==> src/rtl/bsqd_pkg.sv <==
// ----------------------------------------------------------------------------
// bsqd_pkg
// Shared types and constants for the bounded stack/queue deque.
// ----------------------------------------------------------------------------
package bsqd_pkg;

  localparam int unsigned DefaultDepth     = 16;
  localparam int unsigned DefaultDataWidth = 32;

  typedef enum logic [1:0] {
    CMD_PUSH_FRONT   = 2'd0,
    CMD_APPEND_BACK  = 2'd1,
    CMD_REMOVE_FRONT = 2'd2,
    CMD_QUERY        = 2'd3
  } cmd_e;

  typedef enum logic [1:0] {
    ST_OK    = 2'd0,
    ST_FULL  = 2'd1,
    ST_EMPTY = 2'd2
  } status_e;

  typedef enum logic [1:0] {
    CELL_HOLD,
    CELL_SHIFT_IN,
    CELL_SHIFT_OUT,
    CELL_LOAD
  } cell_op_e;

  typedef struct packed {
    cmd_e        command;
    logic [31:0] data_in;
  } in_t;

  typedef struct packed {
    logic [31:0] removed_word;
    logic [31:0] head_word;
    logic [31:0] tail_word;
    logic [4:0]  entry_count;
    logic        is_empty;
    status_e     status;
  } out_t;

endpackage

==> src/rtl/bounded_stack_queue_deque.sv <==
// ----------------------------------------------------------------------------
// bounded_stack_queue_deque
// Bounded deque built as a shifting chain of cells: push front shifts the
// chain back, remove front shifts it forward, append loads the first free cell.
// ----------------------------------------------------------------------------
//  channel | direction | handshake                 | payload
//  in      | input     | in_valid_i / in_ready_o   | in_i  (bsqd_pkg::in_t)
//  out     | output    | out_valid_o / out_ready_i | out_o (bsqd_pkg::out_t)
//
//  One command per cycle; its result appears in the output register on the
//  next cycle. The chain shift and the count/tail registers settle each
//  command along with the output register. Reset clears the count and
//  output valid; cell contents are not reset. A stalled output holds back
//  input only while the output register is occupied and not being taken.
// ----------------------------------------------------------------------------
module bounded_stack_queue_deque #(
  parameter int unsigned Depth     = bsqd_pkg::DefaultDepth,
  parameter int unsigned DataWidth = bsqd_pkg::DefaultDataWidth
) (
  input  logic           clk_i,
  input  logic           rst_ni,
  input  logic           in_valid_i,
  output logic           in_ready_o,
  input  bsqd_pkg::in_t  in_i,
  output logic           out_valid_o,
  input  logic           out_ready_i,
  output bsqd_pkg::out_t out_o
);
  import bsqd_pkg::*;

  localparam int unsigned CntW = $clog2(Depth + 1);

  logic [DataWidth-1:0] cell_data [Depth];
  cell_op_e             cell_op   [Depth];
  logic [DataWidth-1:0] word;

  logic [CntW-1:0]      count_d, count_q;
  logic [DataWidth-1:0] tail_d, tail_q;
  logic                 out_valid_d, out_valid_q;
  out_t                 out_d, out_q;

  logic                 fire, full, empty;
  logic                 shift_in, shift_out, load;
  logic [DataWidth-1:0] removed, head;
  status_e              status;

  assign word  = DataWidth'(in_i.data_in);
  assign fire  = in_valid_i && in_ready_o;
  assign full  = (count_q == CntW'(Depth));
  assign empty = (count_q == '0);

  always_comb begin
    shift_in  = 1'b0;
    shift_out = 1'b0;
    load      = 1'b0;
    count_d   = count_q;
    tail_d    = tail_q;
    status    = ST_OK;
    removed   = '0;
    head      = cell_data[0];
    unique case (in_i.command)
      CMD_PUSH_FRONT: begin
        if (full) begin
          status = ST_FULL;
        end else begin
          shift_in = 1'b1;
          count_d  = count_q + 1'b1;
          head     = word;
          if (empty) begin
            tail_d = word;
          end
        end
      end
      CMD_APPEND_BACK: begin
        if (full) begin
          status = ST_FULL;
        end else begin
          load    = 1'b1;
          count_d = count_q + 1'b1;
          tail_d  = word;
          if (empty) begin
            head = word;
          end
        end
      end
      CMD_REMOVE_FRONT: begin
        if (empty) begin
          status = ST_EMPTY;
        end else begin
          shift_out = 1'b1;
          count_d   = count_q - 1'b1;
          removed   = cell_data[0];
          head      = cell_data[1];
        end
      end
      CMD_QUERY: begin
      end
      default: begin
      end
    endcase
  end

  for (genvar i = 0; i < Depth; i++) begin : g_cell
    logic [DataWidth-1:0] front_in, back_in;

    if (i == 0) begin : g_first
      assign front_in = word;
    end else begin : g_mid
      assign front_in = cell_data[i-1];
    end

    if (i == Depth - 1) begin : g_last
      assign back_in = cell_data[i];
    end else begin : g_inner
      assign back_in = cell_data[i+1];
    end

    always_comb begin
      cell_op[i] = CELL_HOLD;
      if (fire) begin
        priority if (shift_in) begin
          cell_op[i] = CELL_SHIFT_IN;
        end else if (shift_out) begin
          cell_op[i] = CELL_SHIFT_OUT;
        end else if (load && (count_q == CntW'(i))) begin
          cell_op[i] = CELL_LOAD;
        end else begin
          cell_op[i] = CELL_HOLD;
        end
      end
    end

    bsqd_cell #(
      .DataWidth(DataWidth)
    ) u_cell (
      .clk_i  (clk_i),
      .op_i   (cell_op[i]),
      .front_i(front_in),
      .back_i (back_in),
      .load_i (word),
      .data_o (cell_data[i])
    );
  end

  always_comb begin
    out_d              = out_q;
    out_d.removed_word = 32'(removed);
    out_d.head_word    = (count_d != '0) ? 32'(head) : '0;
    out_d.tail_word    = (count_d != '0) ? 32'(tail_d) : '0;
    out_d.entry_count  = 5'(count_d);
    out_d.is_empty     = (count_d == '0);
    out_d.status       = status;
  end

  assign in_ready_o  = !out_valid_q || out_ready_i;
  assign out_valid_d = fire ? 1'b1 : (out_valid_q && !out_ready_i);

  always_ff @(posedge clk_i or negedge rst_ni) begin
    if (!rst_ni) begin
      count_q     <= '0;
      out_valid_q <= 1'b0;
    end else begin
      out_valid_q <= out_valid_d;
      if (fire) begin
        count_q <= count_d;
      end
    end
  end

  always_ff @(posedge clk_i) begin
    if (fire) begin
      tail_q <= tail_d;
      out_q  <= out_d;
    end
  end

  assign out_valid_o = out_valid_q;
  assign out_o       = out_q;

`ifndef SYNTHESIS
  a_count_bound: assert property (@(posedge clk_i) disable iff (!rst_ni)
    count_q <= CntW'(Depth))
    else $error("entry count exceeds depth");

  a_push_grows: assert property (@(posedge clk_i) disable iff (!rst_ni)
    fire && (in_i.command == CMD_PUSH_FRONT) && !full
    |=> count_q == CntW'($past(count_q) + 1'b1))
    else $error("push did not grow the count");

  a_remove_empty: assert property (@(posedge clk_i) disable iff (!rst_ni)
    fire && (in_i.command == CMD_REMOVE_FRONT) && empty
    |=> out_valid_o && (out_o.status == ST_EMPTY) && (count_q == '0))
    else $error("remove from empty not flagged");

  a_out_empty_flag: assert property (@(posedge clk_i) disable iff (!rst_ni)
    fire |=> (out_o.is_empty == (count_q == '0)))
    else $error("empty flag disagrees with count");
`endif

endmodule

==> src/rtl/bsqd_cell.sv <==
// ----------------------------------------------------------------------------
// bsqd_cell
// One entry of the deque chain: holds a word, takes it from the front-side
// neighbor, the back-side neighbor or the load bus.
// ----------------------------------------------------------------------------
module bsqd_cell #(
  parameter int unsigned DataWidth = 32
) (
  input  logic                    clk_i,
  input  bsqd_pkg::cell_op_e      op_i,
  input  logic [DataWidth-1:0]    front_i,
  input  logic [DataWidth-1:0]    back_i,
  input  logic [DataWidth-1:0]    load_i,
  output logic [DataWidth-1:0]    data_o
);
  import bsqd_pkg::*;

  logic [DataWidth-1:0] data_d, data_q;

  always_comb begin
    unique case (op_i)
      CELL_HOLD:      data_d = data_q;
      CELL_SHIFT_IN:  data_d = front_i;
      CELL_SHIFT_OUT: data_d = back_i;
      CELL_LOAD:      data_d = load_i;
      default:        data_d = data_q;
    endcase
  end

  always_ff @(posedge clk_i) begin
    data_q <= data_d;
  end

  assign data_o = data_q;

endmodule

==> config.mk <==
export PLATFORM = sky130hd
export DESIGN_NAME = bounded_stack_queue_deque
export DESIGN_NICKNAME = d
export VERILOG_FILES = /design/src/rtl/bsqd_pkg.sv /design/src/rtl/bounded_stack_queue_deque.sv /design/src/rtl/bsqd_cell.sv
export SDC_FILE = /design/constraint.sdc
export NUM_CORES = 1
export LEC_CHECK = 0
export BUFFER_PORTS_ARGS = -buffer_cell sky130_fd_sc_hd__buf_2
export CORE_MARGIN = 3
export CORE_UTILIZATION = 35
export DETAILED_ROUTE_END_ITERATION = 10
export PLACE_DENSITY = 0.59
export SETUP_SLACK_MARGIN = 0.2
export SYNTH_ARGS = -nofsm -noshare
export SYNTH_HDL_FRONTEND = slang
export SYNTH_HIERARCHICAL = 1
export SYNTH_SLANG_ARGS = --single-unit
==> constraint.sdc <==
create_clock -name clk_i -period 6.8 [get_ports clk_i]
set_clock_uncertainty 0.1 [all_clocks]
set_input_delay 1.36 -clock clk_i [delete_from_list [all_inputs] [get_ports clk_i]]
set_output_delay 1.36 -clock clk_i [all_outputs]
set_load 0.05 [all_outputs]
## Word-level counts from Yosys, hierarchy flattened

Index checks and enable logic that the tools add are counted.
Widths: inputs -> output; s select.

- Muxes and demuxes: 101
- Equality and inequality tests: 66
- $add $sub $neg: 2
- Divide/modulo/power cells: 0
- $mul: 0
- Shift-type cells: 0
- Reduce and logical (&&, ||, !) cells: 45
- Bitwise operators: 1
- Magnitude comparators: 0

Operators with widths:

| operator | count |
|---|---|
| $pmux 32 s3 | 15 |
| $mux 32 | 7 |
| $pmux 32 s2 | 3 |
| $mux 2 | 65 |
| $eq 2x2->1 const B | 33 |
| $eq 5x4->1 const B | 8 |
| $eq 2x1->1 const B | 17 |
| $logic_not 2->1 | 17 |
| $eq 5x3->1 const B | 4 |
| $logic_and 1x1->1 | 18 |
| $eq 5x2->1 const B | 2 |
| $logic_not 5->1 | 2 |
| $mux 5 | 2 |
| $pmux 5 s2 | 1 |
| $reduce_or 2->1 | 4 |
| $mux 1 | 7 |
| $add 5x1->5 const B | 1 |
| $eq 5x1->1 const B | 1 |
| $eq 5x5->1 const B | 1 |
| $reduce_bool 5->1 | 1 |
| $sub 5x1->5 const B | 1 |
| $pmux 2 s2 | 1 |
| $logic_not 1->1 | 2 |
| $logic_or 1x1->1 | 1 |
| $not 1->1 | 1 |

- Output and inout port bits: 106
- Word-level logic and storage cells: 240
- Bits in read-only memories: 0
- Memory bits (writable): 0
- Bits in latches: 0
- Input bits: 38
- Bits in registers: 654
- Memories kept: 0

## Depth between registers and ports, before layout

- Word-level depth: 11
- Gate-level depth with buffers: 12
- Gate-level depth less buffers: 8

## Hierarchy

The synthesis kept the hierarchy.

By module, submodules not included:

| module | sequential area each (µm²) | times used | area each (µm²) | cells an instance |
|---|---|---|---|---|
| bsqd_cell | 960.9 | 16 | 1672.9 | 140 |
| bounded_stack_queue_deque | 4234.1 | 1 | 6655.1 | 479 |

## Worst setup path before layout

Ideal clock, no wire load.

- Path type: input-to-reg
- From: in out_ready_i
- To: reg g_cell[10].u_cell.data_q[0], enable pin
- Path slack: -25 ps
- Arrival: 6351 ps
- Stages: 8
- Setup time: 375 ps
- Cell sequence: nand2b_1 > nand2_1 > inv_1 > nand2_1 > clkbuf_1 > a21oi_1 > buf_4 > or2_2

RTL lines:

| element | RTL line | source |
|---|---|---|
| from (decl) | bounded_stack_queue_deque.sv:26 | `input logic out_ready_i,` |
| to (signal assigned) | bsqd_cell.sv:31 | `data_q <= data_d;` |
| to (decl) | bsqd_cell.sv:18 | `logic [DataWidth-1:0] data_d, data_q;` |

==> results_dict.tcl <==
set metrics [dict create \
    status "completed" \
    wl_per_cell_microns 17.7 \
    hp-class "reg -> reg" \
    fin_util 0.392 \
    synthArstFlopShare 0.00917 \
    r2r-start "count_q[0]" \
    initial_core_util 0.355 \
    yosysWarnings 6 \
    synth_fp_nets 2763 \
    mostFrequentLayoutCells "edfxtp_1, a21oi_1, nor2_1" \
    fp-row-count 112 \
    synth_edf_count 648 \
    clk_latency_ns 0.62 \
    cap_violations 0 \
    path_max_fanout 65 \
    grt-ovfl-total 0 \
    cts_resized 0 \
    antenna_found_initial 10 \
    synthFlopType "edfxtp_1" \
    slowest_delay_ns 0.69 \
    cts-hold-fix-buffers 0 \
    crit_buf_inv 4 \
    p_leak_nw 11.9 \
    cts_tree "done" \
    grt_pass1_wl_mm 119 \
    final_common_cell "edfxtp_1" \
    ios 144 \
    cts_setup_buffers 0 \
    cp_slowest_cell "nand2_1" \
    rr_worst_depth 10 \
    cts_buffer_depth 3 \
    holdPathEnd "out_valid_o" \
    first_pass_iters 6 \
    grt_pass1_vias 20200 \
    placed_area_sq_um 34500 \
    setup_ws_ns 1.99 \
    finalCritPeriodShare 0.707 \
    yosysSeqAreaShare 0.587 \
    htreeDepth 3 \
    cp_common_cell "buf_4" \
    core_area_sq_um 94000 \
    tightest_slew_ns 1.11 \
    die_area_sq_um 99200 \
    routabilityCongestion 0.777 \
    first_iter_violations 1813 \
    cts_sinks 654 \
    drtAntennaViolNets 0 \
    drc 0 \
    hold_viol_final 0 \
    layout-drive-gt1-share 0.144 \
    vias_per_cell 5.01 \
    cp-start-kind "flop" \
    cp.arrival_ns 4.93 \
    finalWirelength_mm 72.2 \
    slew_headroom 0.249 \
    vias 20400 \
    place_hpwl_mm 50.9 \
    portBuffers 143 \
    syn_avg_cell_area_sq_um 12.3 \
    design_area_sq_um 36800 \
    area_delta_synth_final_pct 10.2 \
    rsz0062_at_grt "false" \
    worstHoldStart "out_valid_o" \
    cellPowerDensity_nw_per_um2 314 \
    r2r_end "g_cell[4].u_cell/data_o[5]" \
    instances_no_fill 4079 \
    synthCells 2719 \
    grt_usage 0.147 \
    rrSetupSlack_ns 1.99 \
    grt_max_degree 80 \
    cts_buffers 73 \
    synth-seq-cells 654 \
    clk_pin_slew_ns 0.06 \
    max_freq_mhz 208 \
    dp_cells 3939 \
    min_delay_path_depth 2 \
    fp.dieW_microns 315 \
    pre_cts_slack_ns 1.67 \
    slew_violations 0 \
    fin_nets 2804 \
    synth_cell_type_count 48 \
    crit_path_cell_trace "inv_1, ha_1, nor4bb_1, or3_1, buf_4, nand2_1, buf_4, a21oi_4, buf_4, or2_2" \
    worst_setup_path_end_kind "flop" \
    critical_path_class "reg -> reg" \
    path_delay_family "simple AND/OR/NAND/NOR gates" \
    ir_worst_vdd_mv 0.156 \
    required_ns 6.92 \
    die_h_microns 315 \
    setup_violations 0 \
    setup-tns-final_ns 0 \
    fin_crit_ns 4.81 \
    synth_area_sq_um 33400 \
    root_buffer "clkbuf_16" \
]
==> final cells by class <==
cell class | count | area (sq um)
fill | 9036 | 57200
sequential | 654 | 19600
multi-input combinational | 1836 | 12200
clock buffer | 85 | 1940
tap | 1254 | 1570
timing repair buffer | 189 | 1060
clock inverter | 48 | 424
inverter | 6 | 26.3
antenna | 7 | 17.5
==> worst max path at each step <==
stage          slack (ns)         from                      endpoint  cells after the start
6_report             1.99   count_q[0]    g_cell[4].u_cell/data_o[5]                     10
5_1_grt              1.57   count_q[0]    g_cell[6].u_cell/data_o[1]                     10
4_1_cts              2.00   count_q[0]  g_cell[15].u_cell/data_o[11]                      9
3_5_place_dp         1.67     in_i[33]  g_cell[15].u_cell/data_o[13]                      7
3_3_place_gp         1.72     in_i[33]    g_cell[5].u_cell/data_o[1]                      8
2_1_floorplan        0.94  out_ready_i   g_cell[15].u_cell/data_o[0]                      8
==> cell families after synthesis <==
kind of cell	synth area share
compound gates	0.109
flops	0.587
simple gates	0.0775
mux	0.164
buf+inv	0.0591
fa+ha+maj	0.00225
xor+xnor	0.000786
==> flip-flops by register name, summed over array words and instances (netlist names) <==
| signal | cells |
|---|---|
| count_q | 5 |
| g_cell.u_cell/data_o | 512 |
| out_o | 104 |
| out_valid_o | 1 |
| tail_q | 32 |
==> power breakdown <==
| group | switching, mW | internal (mW) |
|---|---|---|
| combinational | 1.60 | 0.741 |
| sequential | 0.245 | 5.09 |
| clock | 1.58 | 2.30 |
==> synthesized netlist by cell type, drive strengths merged, types with 7 or more instances <==
cell type,instances,share of area
a21boi,32,0.0094
a21oi,577,0.087
a222oi,32,0.0096
and3,36,0.0067
buf,150,0.050
clkbuf,73,0.0082
edfxtp,648,0.58
mux2,32,0.011
mux2i,513,0.15
nand2,26,0.0029
nor2,518,0.058
nor2b,7,0.0013
or2,16,0.0030
==> stage by stage <==
step | total power, mW | hold slack (ns)
global placement | 7.73 | 0.424
floorplan | 7.25 | 0.437
detailed placement | 7.77 | 0.442
finish | 11.6 | 0.448
CTS | 11.7 | 0.433
global route | 12.2 | 0.456
==> routing by layer <==
metal,GRT usage,part of all wire,vias to the layer above
li1,-,-,10200
met1,0.222,0.49,9584
met2,0.215,0.42,573
met3,0.0269,0.063,88
met4,0.0423,0.017,6
met5,0,0.00057,-
==> worst min-delay path, stage by stage (launching register included) <==
cell and delay [ns]:
dfrtp_1 0.33, nand2b_1 0.09, nand2b_1 0.09
No activity file was read; power rests on OpenSTA's default activity.
